**config.mk**
```make
export PLATFORM = sky130hd
export DESIGN_NAME = weekly_temperature_statistics
export DESIGN_NICKNAME = d
export VERILOG_FILES = /design/src/hw/rtl/wts_pkg.sv /design/src/hw/rtl/wts_result_fifo.sv /design/src/hw/rtl/weekly_temperature_statistics.sv
export SDC_FILE = /design/constraint.sdc
export NUM_CORES = 1
export LEC_CHECK = 0
export CAP_MARGIN = 20
export CORE_UTILIZATION = 50
export CTS_CLUSTER_SIZE = 8
export DETAILED_ROUTE_END_ITERATION = 8
export DONT_BUFFER_PORTS = 1
export GPL_TIMING_DRIVEN = 0
export SLEW_MARGIN = 10
export SYNTH_ARGS = -nofsm -noshare
export SYNTH_HDL_FRONTEND = slang
export SYNTH_SLANG_ARGS = --single-unit
```
**constraint.sdc**
```tcl
create_clock -name clk -period 5.4 [get_ports clk]
set_clock_uncertainty 0.1 [all_clocks]
set_input_delay 0.54 -clock clk [delete_from_list [all_inputs] [get_ports clk]]
set_output_delay 0.54 -clock clk [all_outputs]
set_load 0.05 [all_outputs]
```
**src/hw/rtl/wts_pkg.sv**
```systemverilog
// shared types and constants for the weekly temperature statistics block
package wts_pkg;

	localparam int SAMPLE_W   = 8;
	localparam int TOTAL_W    = 16;
	localparam int FIFO_DEPTH = 4;
	localparam int FIFO_AW    = $clog2(FIFO_DEPTH);
	localparam int FIFO_CW    = $clog2(FIFO_DEPTH + 1);

	localparam logic [SAMPLE_W-1:0] MIN_INIT      = 8'd255;
	localparam logic [SAMPLE_W-1:0] THR_DEFAULT   = 8'd30;
	localparam logic [2:0]          HOT_DAYS_MAX  = 3'd7;

	typedef enum logic {
		KIND_DAY  = 1'b0,
		KIND_WEEK = 1'b1
	} kind_t;

	typedef struct packed {
		kind_t               kind;
		logic [2:0]          day_index;
		logic [SAMPLE_W-1:0] max_value;
		logic [SAMPLE_W-1:0] min_value;
		logic [TOTAL_W-1:0]  total;
		logic                hot_day;
		logic [2:0]          peak_day;
		logic [4:0]          peak_hour;
		logic [2:0]          hot_day_count;
		logic                last;
	} result_t;

	// fill state of the result queue seen by the statistics logic
	typedef struct packed {
		logic has_room;
		logic not_empty;
	} fifo_status_t;

endpackage

```
**src/hw/rtl/wts_result_fifo.sv**
```systemverilog
// small result queue taking up to two items per cycle and giving one
module wts_result_fifo (
	input  logic                  clk,
	input  logic                  arst_n,
	input  logic                  push_a,
	input  logic                  push_b,
	input  wts_pkg::result_t      data_a,
	input  wts_pkg::result_t      data_b,
	input  logic                  pop,
	output wts_pkg::result_t      head,
	output wts_pkg::fifo_status_t status
);
	import wts_pkg::*;

	result_t              mem_q [FIFO_DEPTH];
	logic [FIFO_AW-1:0]   wr_ptr_q;
	logic [FIFO_AW-1:0]   rd_ptr_q;
	logic [FIFO_CW-1:0]   count_q;
	logic [FIFO_AW-1:0]   wr_ptr_b;
	logic [FIFO_CW-1:0]   n_push;

	assign wr_ptr_b = wr_ptr_q + 1'b1;
	assign n_push   = FIFO_CW'(push_a) + FIFO_CW'(push_b);

	// status: room for a full pair of items
	assign status.has_room  = count_q <= FIFO_CW'(FIFO_DEPTH - 2);
	assign status.not_empty = count_q != '0;
	assign head             = mem_q[rd_ptr_q];

	// storage
	always_ff @(posedge clk) begin
		if (push_a) begin
			mem_q[wr_ptr_q] <= data_a;
		end
		if (push_b) begin
			mem_q[wr_ptr_b] <= data_b;
		end
	end

	// pointers and fill count
	always_ff @(posedge clk or negedge arst_n) begin
		if (!arst_n) begin
			wr_ptr_q <= '0;
			rd_ptr_q <= '0;
			count_q  <= '0;
		end else begin
			wr_ptr_q <= wr_ptr_q + FIFO_AW'(n_push);
			if (pop) begin
				rd_ptr_q <= rd_ptr_q + 1'b1;
			end
			count_q <= count_q + n_push - FIFO_CW'(pop);
		end
	end

	a_no_overflow: assert property (@(posedge clk) disable iff (!arst_n)
		count_q <= FIFO_CW'(FIFO_DEPTH))
		else $error("result queue over depth");

	a_pair_order: assert property (@(posedge clk) disable iff (!arst_n)
		push_b |-> push_a)
		else $error("second item pushed without first");

endmodule

```
**src/hw/rtl/weekly_temperature_statistics.sv**
```systemverilog
// top level of the weekly temperature statistics block
//
// One hourly sample enters per item on the input channel (in_valid/in_ready,
// payload sample). All statistics for the item are worked out in the cycle
// it is accepted and stored in the running registers; a day summary (and,
// after the last day, a week summary behind it) is written into a four-item
// result queue that feeds the output channel (out_valid/out_ready).
// Samples are taken one per cycle while in_ready is high; a result is
// written into the queue when its sample is accepted and reaches the output
// behind any older results. The week end gives two results, which the
// receiver takes one after the other. in_ready depends only on the queue
// fill: it drops while fewer than two slots are free, so a stalled receiver
// holds off the sender once at most four results are queued. cfg_we writes
// mean_threshold; the threshold times the hours per day is kept registered
// for the hot-day test. Reset clears all statistics, empties the queue and sets
// the threshold to its default of 30; there is no clearing pass.
module weekly_temperature_statistics #(
	parameter int HOURS_PER_DAY = 24,
	parameter int DAYS_PER_WEEK = 7
) (
	input  logic                         clk,
	input  logic                         arst_n,
	input  logic                         cfg_we,
	input  logic [wts_pkg::SAMPLE_W-1:0] mean_threshold,
	input  logic                         in_valid,
	output logic                         in_ready,
	input  logic [wts_pkg::SAMPLE_W-1:0] sample,
	output logic                         out_valid,
	input  logic                         out_ready,
	output logic                         kind,
	output logic [2:0]                   day_index,
	output logic [wts_pkg::SAMPLE_W-1:0] max_value,
	output logic [wts_pkg::SAMPLE_W-1:0] min_value,
	output logic [wts_pkg::TOTAL_W-1:0]  total,
	output logic                         hot_day,
	output logic [2:0]                   peak_day,
	output logic [4:0]                   peak_hour,
	output logic [2:0]                   hot_day_count,
	output logic                         last
);
	import wts_pkg::*;

	localparam int HCW   = $clog2(HOURS_PER_DAY);
	localparam int DCW   = (DAYS_PER_WEEK > 1) ? $clog2(DAYS_PER_WEEK) : 1;
	localparam int SUM_W = SAMPLE_W + $clog2(HOURS_PER_DAY);
	localparam logic [HCW-1:0]   HOUR_LAST = HCW'(HOURS_PER_DAY - 1);
	localparam logic [DCW-1:0]   DAY_LAST  = DCW'(DAYS_PER_WEEK - 1);
	localparam logic [SUM_W-1:0] THR_RESET = SUM_W'(30 * HOURS_PER_DAY);

	logic [SUM_W-1:0]    thr_prod_q;
	logic [HCW-1:0]      hour_count_q;
	logic [DCW-1:0]      day_count_q;
	logic [SAMPLE_W-1:0] day_max_q, day_min_q;
	logic [SUM_W-1:0]    day_sum_q;
	logic [SAMPLE_W-1:0] week_max_q, week_min_q;
	logic [TOTAL_W-1:0]  week_sum_q;
	logic [DCW-1:0]      best_day_q;
	logic [HCW-1:0]      best_hour_q;
	logic [2:0]          hot_days_q;

	logic                in_fire;
	logic                day_end, week_end, hot;
	logic [SAMPLE_W-1:0] day_max_n, day_min_n, week_max_n, week_min_n;
	logic [SUM_W-1:0]    day_sum_n;
	logic [TOTAL_W:0]    week_sum_add;
	logic [TOTAL_W-1:0]  week_sum_n;
	logic [DCW-1:0]      best_day_n;
	logic [HCW-1:0]      best_hour_n;
	logic [2:0]          hot_days_n;
	logic [DCW+2:0]      day_ext, best_day_ext;
	logic [HCW+4:0]      best_hour_ext;
	result_t             day_res, week_res, head;
	fifo_status_t        fifo_st;

	assign in_fire = in_valid && in_ready;

	// running extrema and sums including this sample
	always_comb begin
		day_max_n    = (sample > day_max_q)  ? sample : day_max_q;
		day_min_n    = (sample < day_min_q)  ? sample : day_min_q;
		week_max_n   = (sample > week_max_q) ? sample : week_max_q;
		week_min_n   = (sample < week_min_q) ? sample : week_min_q;
		day_sum_n    = day_sum_q + SUM_W'(sample);
		week_sum_add = {1'b0, week_sum_q} + (TOTAL_W + 1)'(sample);
		week_sum_n   = week_sum_add[TOTAL_W] ? '1 : week_sum_add[TOTAL_W-1:0];
	end

	// peak position follows the last sample at or above the week maximum
	assign best_day_n  = (sample >= week_max_q) ? day_count_q  : best_day_q;
	assign best_hour_n = (sample >= week_max_q) ? hour_count_q : best_hour_q;

	// end of day and hot-day test
	assign day_end    = hour_count_q == HOUR_LAST;
	assign week_end   = day_count_q == DAY_LAST;
	assign hot        = day_sum_n >= thr_prod_q;
	assign hot_days_n = (hot && hot_days_q != HOT_DAYS_MAX) ? hot_days_q + 1'b1 : hot_days_q;

	// field-width views of the counters
	assign day_ext       = {3'b000, day_count_q};
	assign best_day_ext  = {3'b000, best_day_n};
	assign best_hour_ext = {5'b00000, best_hour_n};

	// result items
	always_comb begin
		day_res.kind          = KIND_DAY;
		day_res.day_index     = day_ext[2:0];
		day_res.max_value     = day_max_n;
		day_res.min_value     = day_min_n;
		day_res.total         = TOTAL_W'(day_sum_n);
		day_res.hot_day       = hot;
		day_res.peak_day      = best_day_ext[2:0];
		day_res.peak_hour     = best_hour_ext[4:0];
		day_res.hot_day_count = hot_days_n;
		day_res.last          = !week_end;

		week_res               = day_res;
		week_res.kind          = KIND_WEEK;
		week_res.max_value     = week_max_n;
		week_res.min_value     = week_min_n;
		week_res.total         = week_sum_n;
		week_res.hot_day       = 1'b0;
		week_res.last          = 1'b1;
	end

	// threshold register, kept as threshold times hours per day
	always_ff @(posedge clk or negedge arst_n) begin
		if (!arst_n) begin
			thr_prod_q <= THR_RESET;
		end else if (cfg_we) begin
			thr_prod_q <= SUM_W'(mean_threshold * HOURS_PER_DAY);
		end
	end

	// statistics state
	always_ff @(posedge clk or negedge arst_n) begin
		if (!arst_n) begin
			hour_count_q <= '0;
			day_count_q  <= '0;
			day_max_q    <= '0;
			day_min_q    <= MIN_INIT;
			day_sum_q    <= '0;
			week_max_q   <= '0;
			week_min_q   <= MIN_INIT;
			week_sum_q   <= '0;
			best_day_q   <= '0;
			best_hour_q  <= '0;
			hot_days_q   <= '0;
		end else if (in_fire) begin
			if (!day_end) begin
				hour_count_q <= hour_count_q + 1'b1;
				day_max_q    <= day_max_n;
				day_min_q    <= day_min_n;
				day_sum_q    <= day_sum_n;
				week_max_q   <= week_max_n;
				week_min_q   <= week_min_n;
				week_sum_q   <= week_sum_n;
				best_day_q   <= best_day_n;
				best_hour_q  <= best_hour_n;
			end else if (!week_end) begin
				hour_count_q <= '0;
				day_count_q  <= day_count_q + 1'b1;
				day_max_q    <= '0;
				day_min_q    <= MIN_INIT;
				day_sum_q    <= '0;
				week_max_q   <= week_max_n;
				week_min_q   <= week_min_n;
				week_sum_q   <= week_sum_n;
				best_day_q   <= best_day_n;
				best_hour_q  <= best_hour_n;
				hot_days_q   <= hot_days_n;
			end else begin
				hour_count_q <= '0;
				day_count_q  <= '0;
				day_max_q    <= '0;
				day_min_q    <= MIN_INIT;
				day_sum_q    <= '0;
				week_max_q   <= '0;
				week_min_q   <= MIN_INIT;
				week_sum_q   <= '0;
				best_day_q   <= '0;
				best_hour_q  <= '0;
				hot_days_q   <= '0;
			end
		end
	end

	// result queue
	wts_result_fifo u_fifo (
		.clk    (clk),
		.arst_n (arst_n),
		.push_a (in_fire && day_end),
		.push_b (in_fire && day_end && week_end),
		.data_a (day_res),
		.data_b (week_res),
		.pop    (out_valid && out_ready),
		.head   (head),
		.status (fifo_st)
	);

	assign in_ready      = fifo_st.has_room;
	assign out_valid     = fifo_st.not_empty;
	assign kind          = head.kind;
	assign day_index     = head.day_index;
	assign max_value     = head.max_value;
	assign min_value     = head.min_value;
	assign total         = head.total;
	assign hot_day       = head.hot_day;
	assign peak_day      = head.peak_day;
	assign peak_hour     = head.peak_hour;
	assign hot_day_count = head.hot_day_count;
	assign last          = head.last;

	a_day_end_result: assert property (@(posedge clk) disable iff (!arst_n)
		in_fire && day_end |=> out_valid)
		else $error("day end gave no result");

	a_hour_range: assert property (@(posedge clk) disable iff (!arst_n)
		hour_count_q <= HOUR_LAST)
		else $error("hour counter out of range");

	a_day_order: assert property (@(posedge clk) disable iff (!arst_n)
		hour_count_q != '0 |-> day_min_q <= day_max_q)
		else $error("day minimum above day maximum");

endmodule

```
==> results.json, run 1 <==
{
  "utilization_pct": 57.7,
  "synth_area_um2": 14900,
  "combPwrFrac_pct": 41.7,
  "ys_types": 70,
  "gp_congestion": 0.858,
  "p_seq_share_pct": 31.3,
  "antenna_left": 0,
  "place_ws_ns": 0.0305,
  "synthCells": 1222,
  "r2r-start": "day_sum_q[0]",
  "worst_skew_pair.late_latency_ns": 0.53,
  "finalCritPeriodShare_pct": 91.2,
  "p_int_uw": 5460,
  "tritoncts": "yes",
  "finalWirelength_mm": 41.1,
  "drive_gt1_share_pct": 11.8,
  "die_w_um": 175,
  "timing.fmax_mhz": 203,
  "clockPowerShare_pct": 27.0,
  "die-area_um2": 30600,
  "port_buffers": 0,
  "clkTransAtPathRegs_ns": 0.05,
  "cts_buffer_depth": 3,
  "route.detailed.drc": 0,
  "holdPathStages": 1,
  "grt_setup_unrepaired": "no",
  "cts.sinks": 293,
  "setup_viol": 0,
  "hpwl_mm": 26.6,
  "overflow": 0,
  "core_area_um2": 29000,
  "syn2layout_area_growth_pct": 12.2,
  "reg2reg_depth": 17,
  "irDropWorstVdd_mv": 0.286,
  "worst_slack_ns": 0.477,
  "ys_warn_count": 0,
  "cp_max_fo": 9,
  "vias": 10500,
  "crit_required_ns": 5.56,
  "grt_pass1_wl_mm": 63.1,
  "postCtsSetupRepairBufs": 0,
  "sw_frac_of_total_pct": 40.8,
  "synth_top_flop_cell": "edfxtp_1",
  "final_common_cell": "edfxtp_1",
  "avgSynthCellArea_um2": 12.2,
  "ios": 72,
  "dr.pass1.iters": 5,
  "drt-initial-drc-count": 960,
  "cts_htree_levels": 2,
  "r2r_end": "u_fifo.mem_q[0][12]",
  "cts_root_buffer": "clkbuf_16",
  "p_leak_uw": 0.00648,
  "hold_buffers": 2,
  "period_minus_slack_ns": 4.92,
  "grt_max_degree": 98,
  "startpoint_type": "input pin",
  "p_per_area_nw_per_um2": 551,
  "ys_seq_elements": 293,
  "p_sw_uw": 3760,
  "holdPathEnd": "thr_prod_q[3]",
  "fillerInstances": 2458,
  "first_global_vias": 10500,
  "row_count": 62,
  "finalNetCount": 1368,
  "synth-async-reset-ratio_pct": 33.1,
  "start_util_pct": 51.5,
  "setup-tns-final_ns": 0,
  "ctsResizeCount": 0,
  "outcome": "complete, no violations",
  "antenna_found_initial": 0,
  "diodes": 0,
  "r2r_setup_slack_ns": 0.60,
  "slew_headroom_pct": 28.5,
  "path_class": "input pin to flop",
  "drv_slew": 0,
  "post_drt_via_cell_ratio": 6.20,
  "wl_per_cell_um": 24.3,
  "worstPathArrival_ns": 5.08,
  "synth_nets": 1319,
  "ys_seq_area_share_pct": 55.0,
  "cts_buffers": 42,
  "synth_edf_count": 184,
  "maxCapViolations": 0,
  "hold_path_class": "input pin to flop",
  "p_total_uw": 9220,
  "worst_slew_pin_slew_ns": 1.07,
  "hold_viol": 0,
  "grt_usage_pct": 27.5,
  "layout_common_cells": "184 x edfxtp_1, 118 x o22ai_1, 97 x nor2_1",
  "worstSetupEndpointType": "flop",
  "die_h_um": 175,
  "min_from": "mean_threshold[0]"
}
-- logic make-up after synthesis --
logic type	synth area share [%]
AO/OA/AOI/OAI	13.5
XOR/XNOR	1.75
adder cells (fa/ha/maj)	6.57
buffers and inverters	3.81
flip-flops	55.0
multiplexers	11.1
AND/OR/NAND/NOR	8.24
-- per-stage QoR --
step | instance area (um2) | instances | hold WS (ns)
2_1_floorplan | 14900 | 1222 | 0.144
3_3_place_gp | 15400 | 1606 | 0.154
3_5_place_dp | 15400 | 1607 | 0.152
4_1_cts | 16700 | 1687 | 0.0565
5_1_grt | 16700 | 1689 | 0.0594
6_report | 16700 | 1689 | 0.0700
-- metal layers --
metal / GRT usage (%) / vias up / routed length [um]
li1: - / 4716 / -
met5: 0 / - / 0
met4: 8.66 / 0 / 1180
met1: 38.4 / 5226 / 17800
met2: 43.5 / 435 / 19000
met3: 5.37 / 88 / 3110
-- worst max path at each step --
stage          startpoint                 end  slack [ns]  cells past startpoint
3_3_place_gp    sample[1]  u_fifo.mem_q[3][3]        0.08                     16
4_1_cts         sample[1]  u_fifo.mem_q[2][3]        0.56                     16
6_report        sample[1]  u_fifo.mem_q[2][3]        0.48                     16
2_1_floorplan   sample[1]  u_fifo.mem_q[0][2]        1.05                     16
3_5_place_dp    sample[1]  u_fifo.mem_q[3][3]        0.03                     16
5_1_grt         sample[1]  u_fifo.mem_q[3][3]        0.29                     16
-- flip-flops by register name, summed over array words and instances, names as in the netlist --
register and flops:
best_day_q 3, best_hour_q 5, day_count_q 3, day_max_q 8, day_min_q 8, day_sum_q 13
hot_days_q 3, hour_count_q 5, thr_prod_q 10, u_fifo.count_q 3, u_fifo.mem_q 196, u_fifo.rd_ptr_q 2
u_fifo.wr_ptr_q 2, week_max_q 8, week_min_q 8, week_sum_q 16
-- worst max-delay path, stage by stage --
cell and delay (ns):
clkbuf_1 0.42, inv_1 0.26, fa_1 0.55, nor2b_1 0.18, o31a_1 0.19, or4_1 0.12, a31o_2 0.23, nand3_2 0.12
xnor2_1 0.54, inv_1 0.11, ha_1 0.34, nand4_1 0.19, or4_4 0.58, o311ai_4 0.16, mux2i_1 0.45, nor2_1 0.09
-- power groups by stage --
| stage | Combinational (uW) | Sequential [uW] | Clock [uW] |
|---|---|---|---|
| CTS | 3810 | 2880 | 2510 |
| detailed placement | 3770 | 2920 | 0 |
| global route | 4160 | 2920 | 2620 |
| floorplan | 2990 | 2850 | 0 |
| global placement | 3700 | 2910 | 0 |
| finish | 3840 | 2880 | 2490 |
-- cell usage after synthesis (5+ instances only) --
cell,instances,share of area (%)
edfxtp_1,184,37
o22ai_1,118,4.9
nor2_1,97,2.4
dfrtp_1,77,13
nand2_1,77,1.9
ha_1,72,6.0
inv_1,72,1.8
o21ai_0,54,1.8
clkbuf_1,50,1.3
mux2i_1,49,3.3
mux4_2,49,7.4
a21oi_1,46,1.5
a22o_1,26,1.5
and2_1,25,1.0
xnor2_1,22,1.3
dfstp_2,20,3.5
o22a_1,17,1.0
nand3_1,16,0.54
dfxtp_1,12,1.6
nor2b_1,11,0.46
o21a_1,11,0.55
buf_1,9,0.23
buf_2,8,0.27
a21o_1,7,0.35
nand4_1,7,0.29
or3_1,6,0.25
xor2_1,6,0.35
inv_2,5,0.13
mux2_2,5,0.38
nand2b_1,5,0.21
nor3_1,5,0.17
-- cell type report --
cell class / count / area (um2) / area share [%]
Multi-Input combinational cell: 783 / 6140 / 36.7
Timing Repair Buffer: 5 / 82.6 / 0.493
Sequential cell: 293 / 8220 / 49.1
Clock buffer: 76 / 1210 / 7.23
Clock inverter: 2 / 32.5 / 0.194
Tap cell: 384 / 480 / 2.87
Buffer: 69 / 280 / 1.67
Inverter: 77 / 299 / 1.79
Power figures use the tool's default switching activity.
==> run 2: changes to the inputs <==
--- a/config.mk
+++ b/config.mk
@@ -6,11 +6,15 @@
 export NUM_CORES = 1
 export LEC_CHECK = 0
 export CAP_MARGIN = 20
-export CORE_UTILIZATION = 50
+export CELL_PAD_IN_SITES_DETAIL_PLACEMENT = 1
+export CELL_PAD_IN_SITES_GLOBAL_PLACEMENT = 2
+export CORE_ASPECT_RATIO = 1.1
+export CORE_UTILIZATION = 45
 export CTS_CLUSTER_SIZE = 8
 export DETAILED_ROUTE_END_ITERATION = 8
 export DONT_BUFFER_PORTS = 1
 export GPL_TIMING_DRIVEN = 0
+export PLACE_DENSITY_LB_ADDON = 0.1
 export SLEW_MARGIN = 10
 export SYNTH_ARGS = -nofsm -noshare
 export SYNTH_HDL_FRONTEND = slang
==> results.json, run 2 (synthesis gave the netlist of run 1 again) <==
{
  "outcome": "complete, no violations",
  "worst_skew_pair.late_latency_ns": 0.53,
  "cp_max_fo": 9,
  "die-area_um2": 33900,
  "hold_viol": 0,
  "worstPathArrival_ns": 5.31,
  "port_buffers": 0,
  "grt_max_degree": 98,
  "cts_root_buffer": "clkbuf_16",
  "tritoncts": "yes",
  "startpoint_type": "input pin",
  "antenna_found_initial": 0,
  "cts.sinks": 293,
  "fillerInstances": 3406,
  "p_per_area_nw_per_um2": 551,
  "wl_per_cell_um": 25.8,
  "period_minus_slack_ns": 5.15,
  "critPathBufInv": 3,
  "drv_slew": 0,
  "dr.pass1.iters": 5,
  "gp_congestion": 0.816,
  "core_area_um2": 32500,
  "slowest_delay_ns": 0.62,
  "finalWirelength_mm": 44.8,
  "cpLargestDelayFamily": "simple AND/OR/NAND/NOR gates",
  "layout_common_cells": "184 x edfxtp_1, 118 x o22ai_1, 97 x nor2_1",
  "place_area_um2": 15500,
  "reg_top3": "u_fifo.mem_q: 196 flops, week_sum_q: 16 flops, day_sum_q: 13 flops",
  "irDropWorstVdd_mv": 0.299,
  "post_drt_via_cell_ratio": 6.00,
  "cts_buffer_depth": 3,
  "overflow": 0,
  "row_count": 69,
  "die_w_um": 176,
  "worst_slew_pin_slew_ns": 0.945,
  "cts_htree_levels": 2,
  "worstPathCellList": "clkbuf_1, inv_1, fa_1, nor2b_1, o31a_1, or4_1, a31o_2, nand3_2, xnor2_1, inv_1, ha_1, nand4_1, or4_4, o311ai_4, mux2i_1, nor2_1",
  "postCtsSetupRepairBufs": 0,
  "die_h_um": 193,
  "setup_viol": 0,
  "slowest_stage": "xnor2_1",
  "drive_gt1_share_pct": 11.9,
  "worstSetupEndpointType": "flop",
  "start_util_pct": 46.0,
  "first_global_vias": 10800,
  "drt-initial-drc-count": 827,
  "finalNetCount": 1370,
  "design_area_um2": 16800,
  "vias": 10400,
  "timing.fmax_mhz": 194,
  "worst_slack_ns": 0.247,
  "final_common_cell": "edfxtp_1",
  "hpwl_mm": 30.8,
  "hold_path_class": "input pin to flop",
  "route.detailed.drc": 0,
  "place_ws_ns": -0.300,
  "path_class": "input pin to flop",
  "cpMostUsedCell": "inv_1",
  "syn2layout_area_growth_pct": 12.5,
  "cts_buffers": 42,
  "ctsResizeCount": 0,
  "crit_required_ns": 5.56,
  "grt_pass1_wl_mm": 67.4,
  "regMostFlops": "u_fifo.mem_q",
  "maxCapViolations": 0,
  "clkTransAtPathRegs_ns": 0.05,
  "finalCritPeriodShare_pct": 95.4,
  "grt_setup_unrepaired": "no",
  "slew_headroom_pct": 37.0,
  "p_leak_uw": 0.00648,
  "antenna_left": 0,
  "ios": 72,
  "grt_usage_pct": 26.9,
  "largest_reg_flops": 196
}
run 2: cell type report:
class	count	area, um2	share of cell area (%)
Multi-Input combinational cell	783	6140	36.6
Clock inverter	4	37.5	0.223
Antenna cell	1	2.50	0.0149
Clock buffer	74	1170	6.97
Sequential cell	293	8220	48.9
Buffer	69	280	1.67
Timing Repair Buffer	7	119	0.708
Inverter	77	294	1.75
Tap cell	426	533	3.17
run 2: what timing repair did:
| action | 4_1_cts | 5_1_grt |
|---|---|---|
| hold endpoints to repair | 97 | 0 |
| hold buffers | 2 | 0 |
| endpoints found under the setup margin | 0 | 0 |
run 2: worst paths after layout:
check,start,to,depth (start not counted),slack (ns)
hold reg to reg,u_fifo.mem_q[3][48],u_fifo.mem_q[3][48],2,0.34
max in group asynchronous,arst_n,thr_prod_q[11],2,4.22
setup reg to reg,day_sum_q[0],u_fifo.mem_q[0][3],16,0.47
min in group asynchronous,arst_n,day_sum_q[2],2,0.59
setup / recovery,sample[1],u_fifo.mem_q[0][3],16,0.25
hold / removal,mean_threshold[0],thr_prod_q[3],1,0.06
run 2: through the flow:
step | utilization, % | setup TNS (ns) | total power (uW) | instances | hold WS, ns
after global placement | 47.6 | -1.32 | 6730 | 1648 | 0.154
after global routing | 51.7 | 0 | 9750 | 1733 | 0.0484
after detailed placement | 47.8 | -2.19 | 6820 | 1651 | 0.154
after floorplan | - | 0 | 5840 | 1222 | 0.144
after CTS | 51.6 | 0 | 9290 | 1731 | 0.0469
final | 51.7 | 0 | 9260 | 1734 | 0.0650
run 2: report_power, final:
group / switching [uW] / internal, uW
clock: 967 / 1460
sequential: 220 / 2670
combinational: 2660 / 1280
total: 3840 / 5420
run 2: layer usage:
layer / global-route usage, % / routed length, um
met5: 0 / 0
met2: 44.6 / 21700
met3: 5.29 / 2650
met4: 9.10 / 1220
met1: 35.6 / 19200
